File: config.mk
export PLATFORM = sky130hd
export DESIGN_NAME = radar_cluster_extent_tracker_top_flat
export DESIGN_NICKNAME = d
export VERILOG_FILES = /design/src/rtl/rcet_pkg.sv /design/src/rtl/rcet_in_if.sv /design/src/rtl/rcet_out_if.sv /design/src/rtl/rcet_ram.sv /design/src/rtl/rcet_ctrl.sv /design/src/rtl/rcet_dp.sv /design/src/rtl/radar_cluster_extent_tracker_top.sv /design/src/flat_wrapper.sv
export SDC_FILE = /design/constraint.sdc
export NUM_CORES = 2
export LEC_CHECK = 0
export ABC_AREA = 0
export BUFFER_PORTS_ARGS = -buffer_cell sky130_fd_sc_hd__buf_2
export CAP_MARGIN = 0
export CORE_MARGIN = 8
export CORE_UTILIZATION = 49
export CTS_CLUSTER_SIZE = 8
export DETAILED_ROUTE_END_ITERATION = 10
export GPL_TIMING_DRIVEN = 0
export PLACE_DENSITY_LB_ADDON = 0.1
export SYNTH_ARGS = -nofsm -noshare
export SYNTH_HDL_FRONTEND = slang
export SYNTH_SLANG_ARGS = --single-unit
export TNS_END_PERCENT = 100
File: constraint.sdc
create_clock -name clk -period 7.02 [get_ports clk]
set_clock_uncertainty 0.15 [all_clocks]
set_input_delay 1.755 -clock clk [delete_from_list [all_inputs] [get_ports clk]]
set_output_delay 1.755 -clock clk [all_outputs]
set_load 0.005 [all_outputs]
File: src/rtl/rcet_pkg.sv
// shared constants, types and command/status structs of the cluster extent tracker
`default_nettype none
package rcet_pkg;

  localparam int MAX_POINTS = 64;
  localparam int CNT_W      = $clog2(MAX_POINTS + 1);
  localparam int ADDR_W     = $clog2(MAX_POINTS);

  localparam int RANGE_W = 16;
  localparam int AZ_W    = 12;
  localparam int POS_W   = 6;
  localparam int COUNT_W = 7;

  localparam logic [RANGE_W-1:0] RANGE_MAX = 16'hFFFF;
  localparam logic [AZ_W-1:0]    AZ_MAX    = 12'hFFF;
  localparam logic [AZ_W:0]      AZ_TURN   = 13'd4096;
  localparam logic [AZ_W-1:0]    AZ_HALF   = 12'd2048;

  localparam logic [1:0] OP_ADD    = 2'd0;
  localparam logic [1:0] OP_REMOVE = 2'd1;
  localparam logic [1:0] OP_CLEAR  = 2'd2;
  localparam logic [1:0] OP_CLOSE  = 2'd3;

  typedef struct packed {
    logic [RANGE_W-1:0] range;
    logic [AZ_W-1:0]    azimuth;
    logic               kind;
  } entry_t;

  localparam int ENTRY_W = $bits(entry_t);

  typedef struct packed {
    logic accept;
    logic shift_start;
    logic shift_step;
    logic shift_end;
    logic scan_start;
    logic scan_step;
    logic publish;
  } cmd_t;

  typedef struct packed {
    logic shift_needed;
    logic walk_done;
    logic out_free;
  } stat_t;

endpackage
`default_nettype wire

File: src/rtl/rcet_in_if.sv
// input channel of the cluster extent tracker: one operation per item
`default_nettype none
interface rcet_in_if;
  logic                        valid;
  logic                        ready;
  logic [1:0]                  op;
  logic [rcet_pkg::RANGE_W-1:0] point_range;
  logic [rcet_pkg::AZ_W-1:0]    point_azimuth;
  logic                        point_is_rbs;
  logic [rcet_pkg::POS_W-1:0]   position;

  modport source (output valid, op, point_range, point_azimuth, point_is_rbs, position,
                  input ready);
  modport sink (input valid, op, point_range, point_azimuth, point_is_rbs, position,
                output ready);
endinterface
`default_nettype wire

File: src/rtl/rcet_out_if.sv
// result channel of the cluster extent tracker: cluster statistics per item
`default_nettype none
interface rcet_out_if;
  logic                         valid;
  logic                         ready;
  logic [rcet_pkg::COUNT_W-1:0] point_count;
  logic [rcet_pkg::RANGE_W-1:0] near_range;
  logic [rcet_pkg::RANGE_W-1:0] far_range;
  logic [rcet_pkg::AZ_W-1:0]    az_extent;
  logic                         has_rbs;
  logic                         has_uvd;
  logic [rcet_pkg::AZ_W-1:0]    last_azimuth;
  logic                         became_active;
  logic                         add_rejected;
  logic                         is_closed;

  modport source (output valid, point_count, near_range, far_range, az_extent, has_rbs,
                  has_uvd, last_azimuth, became_active, add_rejected, is_closed,
                  input ready);
  modport sink (input valid, point_count, near_range, far_range, az_extent, has_rbs,
                has_uvd, last_azimuth, became_active, add_rejected, is_closed,
                output ready);
endinterface
`default_nettype wire

File: src/rtl/rcet_ram.sv
// generic single-write single-read ram with registered read data
`default_nettype none
module rcet_ram #(
  parameter int WIDTH = 8,
  parameter int DEPTH = 64
) (
  input  wire logic                     clk,
  input  wire logic                     we,
  input  wire logic [$clog2(DEPTH)-1:0] waddr,
  input  wire logic [WIDTH-1:0]         wdata,
  input  wire logic [$clog2(DEPTH)-1:0] raddr,
  output logic      [WIDTH-1:0]         rdata
);

  logic [WIDTH-1:0] mem [DEPTH];

  always_ff @(posedge clk) begin
    if (we) begin
      mem[waddr] <= wdata;
    end
    rdata <= mem[raddr];
  end

endmodule
`default_nettype wire

File: src/rtl/rcet_ctrl.sv
// controller state machine: sequences accept, shift, scan and result publish
`default_nettype none
module rcet_ctrl (
  input  wire logic            clk,
  input  wire logic            rst,
  input  wire logic            in_valid,
  output logic                 in_ready,
  input  wire rcet_pkg::stat_t stat,
  output rcet_pkg::cmd_t       cmd
);

  localparam logic [2:0] S_IDLE   = 3'd0;
  localparam logic [2:0] S_PREP   = 3'd1;
  localparam logic [2:0] S_SHIFT  = 3'd2;
  localparam logic [2:0] S_SCAN   = 3'd3;
  localparam logic [2:0] S_FINISH = 3'd4;

  logic [2:0] state;
  logic [2:0] state_next;

  assign in_ready = (state == S_IDLE);

  always_comb begin
    state_next = state;
    cmd        = '0;
    unique case (state)
      S_IDLE: begin
        if (in_valid) begin
          cmd.accept = 1'b1;
          state_next = S_PREP;
        end
      end
      S_PREP: begin
        if (stat.shift_needed) begin
          cmd.shift_start = 1'b1;
          state_next      = S_SHIFT;
        end else begin
          cmd.scan_start = 1'b1;
          state_next     = S_SCAN;
        end
      end
      S_SHIFT: begin
        if (stat.walk_done) begin
          cmd.shift_end  = 1'b1;
          cmd.scan_start = 1'b1;
          state_next     = S_SCAN;
        end else begin
          cmd.shift_step = 1'b1;
        end
      end
      S_SCAN: begin
        if (stat.walk_done) begin
          state_next = S_FINISH;
        end else begin
          cmd.scan_step = 1'b1;
        end
      end
      S_FINISH: begin
        if (stat.out_free) begin
          cmd.publish = 1'b1;
          state_next  = S_IDLE;
        end
      end
      default: begin
        state_next = S_IDLE;
      end
    endcase
  end

  always_ff @(posedge clk) begin
    if (rst) begin
      state <= S_IDLE;
    end else begin
      state <= state_next;
    end
  end

endmodule
`default_nettype wire

File: src/rtl/rcet_dp.sv
// datapath: point store, count and flags, shift/scan walker, extent accumulators, result register
`default_nettype none
module rcet_dp (
  input  wire logic                         clk,
  input  wire logic                         rst,
  input  wire rcet_pkg::cmd_t               cmd,
  output rcet_pkg::stat_t                   stat,
  input  wire logic [1:0]                   in_op,
  input  wire logic [rcet_pkg::RANGE_W-1:0] in_range,
  input  wire logic [rcet_pkg::AZ_W-1:0]    in_azimuth,
  input  wire logic                         in_is_rbs,
  input  wire logic [rcet_pkg::POS_W-1:0]   in_position,
  output logic                              out_valid,
  input  wire logic                         out_ready,
  output logic [rcet_pkg::COUNT_W-1:0]      out_point_count,
  output logic [rcet_pkg::RANGE_W-1:0]      out_near_range,
  output logic [rcet_pkg::RANGE_W-1:0]      out_far_range,
  output logic [rcet_pkg::AZ_W-1:0]         out_az_extent,
  output logic                              out_has_rbs,
  output logic                              out_has_uvd,
  output logic [rcet_pkg::AZ_W-1:0]         out_last_azimuth,
  output logic                              out_became_active,
  output logic                              out_add_rejected,
  output logic                              out_is_closed
);

  // cluster state
  logic [rcet_pkg::CNT_W-1:0]  count;
  logic                        closed;
  logic [rcet_pkg::AZ_W-1:0]   recent;

  // per-item registers
  logic [rcet_pkg::POS_W-1:0]  pos_q;
  logic                        shift_pend;
  logic                        became;
  logic                        rejected;

  // walker over stored entries
  logic [rcet_pkg::CNT_W-1:0]  idx;
  logic [rcet_pkg::ADDR_W-1:0] wr_addr;
  logic                        rd_v;
  logic                        idx_live;
  logic                        walk_step;

  // extent accumulators
  logic [rcet_pkg::RANGE_W-1:0] lo_r;
  logic [rcet_pkg::RANGE_W-1:0] hi_r;
  logic [rcet_pkg::AZ_W-1:0]    lo_a;
  logic [rcet_pkg::AZ_W-1:0]    hi_a;
  logic                         rbs;
  logic                         uvd;

  logic                         add_ok;
  logic                         is_add;
  logic                         mem_we;
  logic [rcet_pkg::ADDR_W-1:0]  mem_waddr;
  rcet_pkg::entry_t             mem_wdata;
  rcet_pkg::entry_t             new_entry;
  rcet_pkg::entry_t             rd_entry;
  logic [rcet_pkg::ENTRY_W-1:0] rd_bits;

  logic [rcet_pkg::AZ_W-1:0]    raw_span;
  logic [rcet_pkg::AZ_W-1:0]    span;

  assign is_add    = (in_op == rcet_pkg::OP_ADD);
  assign add_ok    = !closed && (count < rcet_pkg::CNT_W'(rcet_pkg::MAX_POINTS));
  assign idx_live  = (idx < count);
  assign walk_step = cmd.shift_step || cmd.scan_step;
  assign rd_entry  = rcet_pkg::entry_t'(rd_bits);

  assign new_entry.range   = in_range;
  assign new_entry.azimuth = in_azimuth;
  assign new_entry.kind    = in_is_rbs;

  // add writes at the tail; a shift writes each entry one slot down
  always_comb begin
    if (cmd.accept) begin
      mem_we    = is_add && add_ok;
      mem_waddr = count[rcet_pkg::ADDR_W-1:0];
      mem_wdata = new_entry;
    end else begin
      mem_we    = cmd.shift_step && rd_v;
      mem_waddr = wr_addr;
      mem_wdata = rd_entry;
    end
  end

  rcet_ram #(
    .WIDTH (rcet_pkg::ENTRY_W),
    .DEPTH (rcet_pkg::MAX_POINTS)
  ) u_store (
    .clk   (clk),
    .we    (mem_we),
    .waddr (mem_waddr),
    .wdata (mem_wdata),
    .raddr (idx[rcet_pkg::ADDR_W-1:0]),
    .rdata (rd_bits)
  );

  assign stat.shift_needed = shift_pend;
  assign stat.walk_done    = !idx_live && !rd_v;
  assign stat.out_free     = !out_valid || out_ready;

  // wrap rule: take the short way round the turn
  always_comb begin
    raw_span = hi_a - lo_a;
    if (count < rcet_pkg::CNT_W'(2)) begin
      span = '0;
    end else if (raw_span > rcet_pkg::AZ_HALF) begin
      span = rcet_pkg::AZ_W'(rcet_pkg::AZ_TURN - {1'b0, raw_span});
    end else begin
      span = raw_span;
    end
  end

  always_ff @(posedge clk) begin
    if (rst) begin
      count     <= '0;
      closed    <= 1'b0;
      recent    <= '0;
      rd_v      <= 1'b0;
      out_valid <= 1'b0;
    end else begin
      if (cmd.accept) begin
        unique case (in_op)
          rcet_pkg::OP_ADD: begin
            if (add_ok) begin
              count  <= count + rcet_pkg::CNT_W'(1);
              recent <= in_azimuth;
            end
          end
          rcet_pkg::OP_REMOVE: begin
          end
          rcet_pkg::OP_CLEAR: begin
            count  <= '0;
            closed <= 1'b0;
          end
          rcet_pkg::OP_CLOSE: begin
            closed <= 1'b1;
          end
          default: begin
          end
        endcase
      end
      if (cmd.shift_end) begin
        count <= count - rcet_pkg::CNT_W'(1);
      end
      if (cmd.shift_start || cmd.scan_start) begin
        rd_v <= 1'b0;
      end else if (walk_step) begin
        rd_v <= idx_live;
      end
      if (cmd.publish) begin
        out_valid <= 1'b1;
      end else if (out_ready) begin
        out_valid <= 1'b0;
      end
    end
  end

  always_ff @(posedge clk) begin
    if (cmd.accept) begin
      pos_q      <= in_position;
      shift_pend <= (in_op == rcet_pkg::OP_REMOVE) && (32'(in_position) < 32'(count));
      became     <= is_add && add_ok && (count == '0);
      rejected   <= is_add && !add_ok;
    end
    if (cmd.shift_start) begin
      idx <= rcet_pkg::CNT_W'(7'(pos_q) + 7'd1);
    end
    if (cmd.scan_start) begin
      idx  <= '0;
      lo_r <= rcet_pkg::RANGE_MAX;
      hi_r <= '0;
      lo_a <= rcet_pkg::AZ_MAX;
      hi_a <= '0;
      rbs  <= 1'b0;
      uvd  <= 1'b0;
    end
    if (walk_step && idx_live) begin
      idx     <= idx + rcet_pkg::CNT_W'(1);
      wr_addr <= rcet_pkg::ADDR_W'(idx - rcet_pkg::CNT_W'(1));
    end
    if (cmd.scan_step && rd_v) begin
      if (rd_entry.range < lo_r) begin
        lo_r <= rd_entry.range;
      end
      if (rd_entry.range > hi_r) begin
        hi_r <= rd_entry.range;
      end
      if (rd_entry.azimuth < lo_a) begin
        lo_a <= rd_entry.azimuth;
      end
      if (rd_entry.azimuth > hi_a) begin
        hi_a <= rd_entry.azimuth;
      end
      if (rd_entry.kind) begin
        rbs <= 1'b1;
      end else begin
        uvd <= 1'b1;
      end
    end
    if (cmd.publish) begin
      out_point_count   <= rcet_pkg::COUNT_W'(count);
      out_near_range    <= lo_r;
      out_far_range     <= hi_r;
      out_az_extent     <= span;
      out_has_rbs       <= rbs;
      out_has_uvd       <= uvd;
      out_last_azimuth  <= recent;
      out_became_active <= became;
      out_add_rejected  <= rejected;
      out_is_closed     <= closed;
    end
  end

endmodule
`default_nettype wire

File: src/rtl/radar_cluster_extent_tracker_top.sv
// top level of the radar cluster extent tracker
// Usage:
//   item_in carries one operation per item: add a point (range, azimuth, kind),
//   remove the point at a list position, clear the cluster, or close it.
//   result returns one item per operation with the point count, range extremes,
//   azimuth span, kind flags, last added azimuth and the add status flags.
// Sequence:
//   items are taken only in idle, one at a time: after acceptance the block may
//   first move entries down, then scans all held points, and the next item is
//   accepted only once the result has entered the output register. A remove at
//   a held position first moves every later entry down one place. Both walks go
//   through the single read port of the point store, one entry a cycle, so the
//   rate is set by that port.
// Reset:
//   rst empties the cluster, opens it and zeroes the last azimuth; the point
//   store itself is not cleared, only entries below the count are ever read.
// Stall:
//   the result sits in an output register; the next item is taken while it
//   waits, and that item's result is held back until the register is taken.
`default_nettype none
module radar_cluster_extent_tracker_top (
  input wire logic   clk,
  input wire logic   rst,
  rcet_in_if.sink    item_in,
  rcet_out_if.source result
);

  rcet_pkg::cmd_t  cmd;
  rcet_pkg::stat_t stat;

  rcet_ctrl u_ctrl (
    .clk      (clk),
    .rst      (rst),
    .in_valid (item_in.valid),
    .in_ready (item_in.ready),
    .stat     (stat),
    .cmd      (cmd)
  );

  rcet_dp u_dp (
    .clk               (clk),
    .rst               (rst),
    .cmd               (cmd),
    .stat              (stat),
    .in_op             (item_in.op),
    .in_range          (item_in.point_range),
    .in_azimuth        (item_in.point_azimuth),
    .in_is_rbs         (item_in.point_is_rbs),
    .in_position       (item_in.position),
    .out_valid         (result.valid),
    .out_ready         (result.ready),
    .out_point_count   (result.point_count),
    .out_near_range    (result.near_range),
    .out_far_range     (result.far_range),
    .out_az_extent     (result.az_extent),
    .out_has_rbs       (result.has_rbs),
    .out_has_uvd       (result.has_uvd),
    .out_last_azimuth  (result.last_azimuth),
    .out_became_active (result.became_active),
    .out_add_rejected  (result.add_rejected),
    .out_is_closed     (result.is_closed)
  );

endmodule
`default_nettype wire

File: src/flat_wrapper.sv
// flat-port wrapper written by rule: the top's interface ports become plain ports
module radar_cluster_extent_tracker_top_flat 
  (clk, rst, item_in_valid, item_in_op, item_in_point_range, item_in_point_azimuth, item_in_point_is_rbs, item_in_position, item_in_ready, result_valid, result_point_count, result_near_range, result_far_range, result_az_extent, result_has_rbs, result_has_uvd, result_last_azimuth, result_became_active, result_add_rejected, result_is_closed, result_ready);
  rcet_in_if item_in_i ();
  rcet_out_if result_i ();
  input wire logic clk;
  input wire logic rst;
  input wire logic [$bits(item_in_i.valid)-1:0] item_in_valid;
  input wire logic [$bits(item_in_i.op)-1:0] item_in_op;
  input wire logic [$bits(item_in_i.point_range)-1:0] item_in_point_range;
  input wire logic [$bits(item_in_i.point_azimuth)-1:0] item_in_point_azimuth;
  input wire logic [$bits(item_in_i.point_is_rbs)-1:0] item_in_point_is_rbs;
  input wire logic [$bits(item_in_i.position)-1:0] item_in_position;
  output wire logic [$bits(item_in_i.ready)-1:0] item_in_ready;
  output wire logic [$bits(result_i.valid)-1:0] result_valid;
  output wire logic [$bits(result_i.point_count)-1:0] result_point_count;
  output wire logic [$bits(result_i.near_range)-1:0] result_near_range;
  output wire logic [$bits(result_i.far_range)-1:0] result_far_range;
  output wire logic [$bits(result_i.az_extent)-1:0] result_az_extent;
  output wire logic [$bits(result_i.has_rbs)-1:0] result_has_rbs;
  output wire logic [$bits(result_i.has_uvd)-1:0] result_has_uvd;
  output wire logic [$bits(result_i.last_azimuth)-1:0] result_last_azimuth;
  output wire logic [$bits(result_i.became_active)-1:0] result_became_active;
  output wire logic [$bits(result_i.add_rejected)-1:0] result_add_rejected;
  output wire logic [$bits(result_i.is_closed)-1:0] result_is_closed;
  input wire logic [$bits(result_i.ready)-1:0] result_ready;
  assign item_in_i.valid = item_in_valid;
  assign item_in_i.op = item_in_op;
  assign item_in_i.point_range = item_in_point_range;
  assign item_in_i.point_azimuth = item_in_point_azimuth;
  assign item_in_i.point_is_rbs = item_in_point_is_rbs;
  assign item_in_i.position = item_in_position;
  assign item_in_ready = item_in_i.ready;
  assign result_valid = result_i.valid;
  assign result_point_count = result_i.point_count;
  assign result_near_range = result_i.near_range;
  assign result_far_range = result_i.far_range;
  assign result_az_extent = result_i.az_extent;
  assign result_has_rbs = result_i.has_rbs;
  assign result_has_uvd = result_i.has_uvd;
  assign result_last_azimuth = result_i.last_azimuth;
  assign result_became_active = result_i.became_active;
  assign result_add_rejected = result_i.add_rejected;
  assign result_is_closed = result_i.is_closed;
  assign result_i.ready = result_ready;
  radar_cluster_extent_tracker_top u_core (.clk(clk), .rst(rst), .item_in(item_in_i), .result(result_i));
endmodule
**After elaboration in Yosys (flattened, before gate mapping)**

Memories as Yosys holds them, arrays and structs flattened. A register that Yosys moved wholly into a read port is not among the register bits.
Cells that the tools add are included.

- Flip-flop bits (word level): 173
- RAM bits: 1856
- Word-level logic and storage cells: 139
- Output and inout port bits: 70
- Bits of input ports: 41
- Memories kept: 1

Memory list:

| memory | depth | width | read ports | clocked after memory_dff | write ports | line | RTL |
|---|---|---|---|---|---|---|---|
| u_core.u_dp.u_store.mem | 64 | 29 | 1 | 1 | 1 | rcet_ram.sv:15 | `logic [WIDTH-1:0] mem [DEPTH];` |

- Add/sub/neg operators: 7
- Eq/ne operators: 12
- Reductions and logical operators: 30
- Order comparisons: 9
- Mux-type cells: 52

Operators with widths:

| operator | count |
|---|---|
| 16-bit two-way mux | 6 |
| 12-bit two-way mux | 7 |
| 7-bit two-way mux | 6 |
| 29-bit two-way mux | 1 |
| 1-bit two-way mux | 21 |
| 16-bit > comparator | 1 |
| 16-bit less-than comparator | 1 |
| 3-bit case mux with 5 select lines | 1 |
| 7-bit by 1-bit adder with 7-bit output, second input constant | 2 |
| 7-bit case mux with 2 select lines | 1 |
| 12-bit > comparator | 1 |
| 12-bit > comparator, second input constant | 1 |
| 12-bit less-than comparator | 1 |
| 3-bit two-way mux | 4 |
| 1-bit by 12-bit subtractor with 12-bit output, first input constant | 1 |
| 12-bit subtractor | 1 |
| 1-bit logical AND | 9 |
| 6-bit by 1-bit adder with 7-bit output, second input constant | 1 |
| 7-bit logical NOT | 1 |
| 6-bit by 7-bit less-than comparator with 1-bit output | 1 |
| 7-bit by 2-bit less-than comparator with 1-bit output, second input constant | 1 |
| 7-bit less-than comparator | 1 |
| 7-bit less-than comparator, second input constant | 1 |
| 7-bit by 1-bit subtractor with 7-bit output, second input constant | 1 |
| 22 further kinds | 38 |

**Logic depth before layout (Yosys ltp)**

- Word-level depth: 9
- Depth in mapped cells: 13
- Gate-level depth less buffers: 12

**By module**

From an unflattened synthesis, not the netlist that was laid out.

- Cell total of the unflattened synthesis: 4554
- Area total of the unflattened synthesis: 83292.4 um^2

Modules (own cells, without submodules):

| module | cells an instance | times used | area each (um^2) | seq. area each (um^2) |
|---|---|---|---|---|
| rcet_ram | 3407 | 1 | 72618.4 | 56314.0 |
| rcet_dp | 1119 | 1 | 10445.0 | 4304.1 |
| rcet_ctrl | 28 | 1 | 229.0 | 60.1 |

**Worst setup path after synthesis**

OpenSTA, ideal clock, no wires.

- Path type: input to register
- From: in item_in_valid
- To: mem u_core.u_dp.u_store.mem[0][21] (netlist name), data pin
- Library setup time: 0.704 ns
- Required time: 6.166 ns
- Arrival: 5.201 ns
- Stages: 6
- Setup slack: 0.965 ns
- Buffers on the path: 3
- Path through: nand2_1 inv_1 clkbuf_1 buf_1 clkbuf_1 o21ai_0

RTL lines:

| item | line | RTL |
|---|---|---|
| start: declaration | flat_wrapper.sv:8 | `input wire logic [$bits(item_in_i.valid)-1:0] item_in_valid;` |
| end: declaration | rcet_ram.sv:15 |  |

**Final worst setup path**

- From: reg u_core.u_ctrl.state[2]
- To: mem u_core.u_dp.u_store.mem[43][9] (netlist name), enable pin

- Word-level cells in the longest chain between the ends: 6
- Elaborated cells between the ends (all ways): 9
- Classes of those cells: 1 x eq/ne; 6 x mux; 2 x reduce/logical

RTL lines:

| item | line | RTL |
|---|---|---|
| start: declaration | rcet_ctrl.sv:18 | `logic [2:0] state;` |
| start signal: assignment | rcet_ctrl.sv:74 | `state <= state_next;` |
| 3-bit by 2-bit == test with 1-bit output | rcet_ctrl.sv:26 | `unique case (state)` |
| 2-bit two-way mux | rcet_ctrl.sv:26 |  |
| 1-bit logical AND | rcet_dp.sv:82 | `mem_we = cmd.shift_step && rd_v;` |
| 1-bit two-way mux | rcet_dp.sv:77 | `if (cmd.accept) begin` |
| 1-bit two-way mux | rcet_ram.sv:18 | `if (we) begin` |
| 1-bit two-way mux (implied by the code) | rcet_ram.sv:19 | `mem[waddr] <= wdata;` |

Several ways; a longest one is shown, not always the timed one.

==> impl_metrics.env <==
export IMPL_status="finished, final reports clean"
export IMPL_clockBufferDepth=4
export IMPL_drt_drc_violations_left=0
export IMPL_ant_nets=0
export IMPL_yosys_area_share_xor_xnor=0.00304
export IMPL_ys_seq_elements=2058
export IMPL_cts_tree="built"
export IMPL_fin_nets=4346
export IMPL_finalCriticalPeriod_ps=5240
export IMPL_synth_async_reset_ratio=0
export IMPL_core_region_area_mm2=0.163
export IMPL_layout_common_cells="edfxtp_1, mux4_2, clkbuf_16"
export IMPL_vdd_ir_drop_max_mv=0.340
export IMPL_synthSimpleGateAreaFrac=0.0206
export IMPL_synth_area_mux_share=0.177
export IMPL_clk_latency_ps=890
export IMPL_postCtsSetupBuffers=0
export IMPL_cts_hold_buf=0
export IMPL_power_uw=43200
export IMPL_worstMarginPinSlew_ps=1440
export IMPL_die_x_um=421
export IMPL_cp_start_kind="flip-flop"
export IMPL_multi_input_area_mm2=0.0194
export IMPL_setup_viol=0
export IMPL_avgSynthCellArea_um2=21.8
export IMPL_fin_cells=6464
export IMPL_postLayoutCellArea_mm2=0.0951
export IMPL_whs_ps=267
export IMPL_drt_initial_drc_count=4681
export IMPL_drt_first_pass_iters=7
export IMPL_ys_seq_area_frac=0.755
export IMPL_routed_via_density=6.18
export IMPL_ys_warn_count=0
export IMPL_syn_num_nets=3816
export IMPL_ys_types=69
export IMPL_synthAdderAreaFrac=0.0132
export IMPL_gp_congestion=0.904
export IMPL_power_density_mw_per_mm2=455
export IMPL_grt_overflow=0
export IMPL_numCtsBuffers=307
export IMPL_leakage_uw=0.0309
export IMPL_grt_pass1_vias=40000
export IMPL_final_layout_size_suffix_gt1_frac=0.307
export IMPL_dieArea_mm2=0.177
export IMPL_post_place_cells=6086
export IMPL_place_ws_ps=1400
export IMPL_die_h_um=421
export IMPL_synthCells=3691
export IMPL_clk_pin_slew_ps=60
export IMPL_finalWorstSetupSlack_ps=1780
export IMPL_hpwl_um=153000
export IMPL_syn_area_mm2=0.0804
export IMPL_rows=148
export IMPL_synth_compound_area_share=0.0173
export IMPL_grt_max_degree=46
export IMPL_num_fill_cells=11600
export IMPL_hp_class="reg -> reg"
export IMPL_wl_per_cell_um=34.7
export IMPL_start_util=0.494
export IMPL_ctsResizeCount=0
export IMPL_antenna_found_initial=15
export IMPL_cts_sink_count=2058
export IMPL_grt_total_usage=0.249
export IMPL_dpl_cell_area_mm2=0.0869
export IMPL_end_kind="flip-flop"
export IMPL_maxCapViolations=0
export IMPL_ys_flop_type="edfxtp_1"
export IMPL_critical_path_peak_fanout=16
export IMPL_register_area_mm2=0.0607
export IMPL_area_delta_synth_final_pct=18.3
export IMPL_hold_viol=0
export IMPL_clock_root_buffer="clkbuf_16"
export IMPL_arrival_ps=5640
export IMPL_required_ps=7420
export IMPL_timing_fmax_mhz=191
export IMPL_grt_pass1_wl_um=312000
export IMPL_rsz0062_at_grt="false"
export IMPL_max_slew_margin_rel=0.0412
export IMPL_io_pins=111
export IMPL_num_vias=40000
export IMPL_place_port_buffers=109
export IMPL_synth_top_family_by_area="multiplexers"
export IMPL_layout_commonest_cell="edfxtp_1"
export IMPL_synth_edf_count=1946
export IMPL_critPathKind="reg -> reg"
export IMPL_finalMaxSlewViolations=0
export IMPL_htreeDepth=5
export IMPL_timing_final_crit_share=0.746
export IMPL_wirelength_um=224000
final cells by class:
class | count | area share
Sequential cell | 2058 | 0.638
Multi-Input combinational cell | 1351 | 0.204
Clock buffer | 364 | 0.0853
Timing Repair Buffer | 221 | 0.0320
Tap cell | 2175 | 0.0286
Buffer | 179 | 0.00771
Inverter | 103 | 0.00407
Clock inverter | 5 | 0.000382
Antenna cell | 8 | 0.000211
worst paths after layout:
| check | to | slack [ps] | cells after the start | start |
|---|---|---|---|---|
| max | u_core.u_dp.u_store.mem[43][9] | 1780 | 10 | u_core.u_ctrl.state[2] |
| min | u_core.u_dp.out_far_range[3] | 270 | 0 | u_core.u_dp.hi_r[3] |
| max reg2reg | u_core.u_dp.u_store.mem[43][9] | 1780 | 10 | u_core.u_ctrl.state[2] |
| min reg2reg | u_core.u_dp.out_far_range[3] | 270 | 0 | u_core.u_dp.hi_r[3] |
kinds of logic (layout without fill, tap and decap cells):
group                      count (synthesis)  count (layout)
muxes                                    657             657
other                                      0               8
AOI/OAI and AO/OA                        210             210
xor gates and xnor gates                  27              27
and+or+nand+nor                          373             373
DFF                                     2058            2058
adders and majority gates                 84              84
buffers and inverters                    282             872
power breakdown:
part | switching, uW | internal [uW]
Clock | 4870 | 7950
Sequential | 311 | 15800
Combinational | 9050 | 5280
registers in the layout (all words and copies together) (netlist names), 3 cells and up:
name	count
u_core.u_ctrl.state	3
u_core.u_dp.out_far_range	16
u_core.u_dp.out_last_azimuth	12
u_core.u_dp.pos_q	6
u_core.u_dp.recent	12
u_core.u_dp.wr_addr	6
u_core.u_dp.lo_a	12
u_core.u_dp.out_point_count	7
u_core.u_dp.hi_r	16
u_core.u_dp.idx	7
u_core.u_dp.lo_r	16
u_core.u_dp.out_az_extent	12
u_core.u_dp.count	7
u_core.u_dp.u_store.mem	1856
u_core.u_dp.u_store.rdata	29
u_core.u_dp.hi_a	12
u_core.u_dp.out_near_range	16
stage by stage:
stage,utilization,setup TNS (ps)
after floorplan,-,0
after global routing,0.584,0
after CTS,0.584,0
after global placement,0.514,-6484580
final,0.584,0
after detailed placement,0.534,0
worst max-delay path, cell delays in order, from the launching register on:
cell	delay [ps]
dfxtp_1	300
clkbuf_1	190
nor3_1	770
nand2_1	290
inv_1	160
nand3_1	410
o21ai_1	620
a21boi_0	390
nand2_1	510
nor2_4	840
buf_16	240
Yosys cell counts, types with 15 or more instances:
cell      instances  area (um2)
nand3_1          27         135
mux2i_1          33         330
nor2_1          149         559
ha_1             83        1040
mux2_2           15         169
nor3_1           18        90.1
clkbuf_1        128         480
a21oi_1          47         235
buf_2            37         185
dfxtp_1         112        2240
inv_1           103         387
nand2_1         109         409
edfxtp_1       1946       58400
o21ai_0          51         255
mux4_2          609       13700
a21o_1           26         195
metal layers:
metal	up-vias	share of wire	global-route usage
li1	16400	-	-
met1	21400	0.41	0.346
met2	1781	0.48	0.395
met3	390	0.080	0.0532
met4	8	0.038	0.0875
met5	-	0.00026	0
No activity file was read; power rests on OpenSTA's default activity.
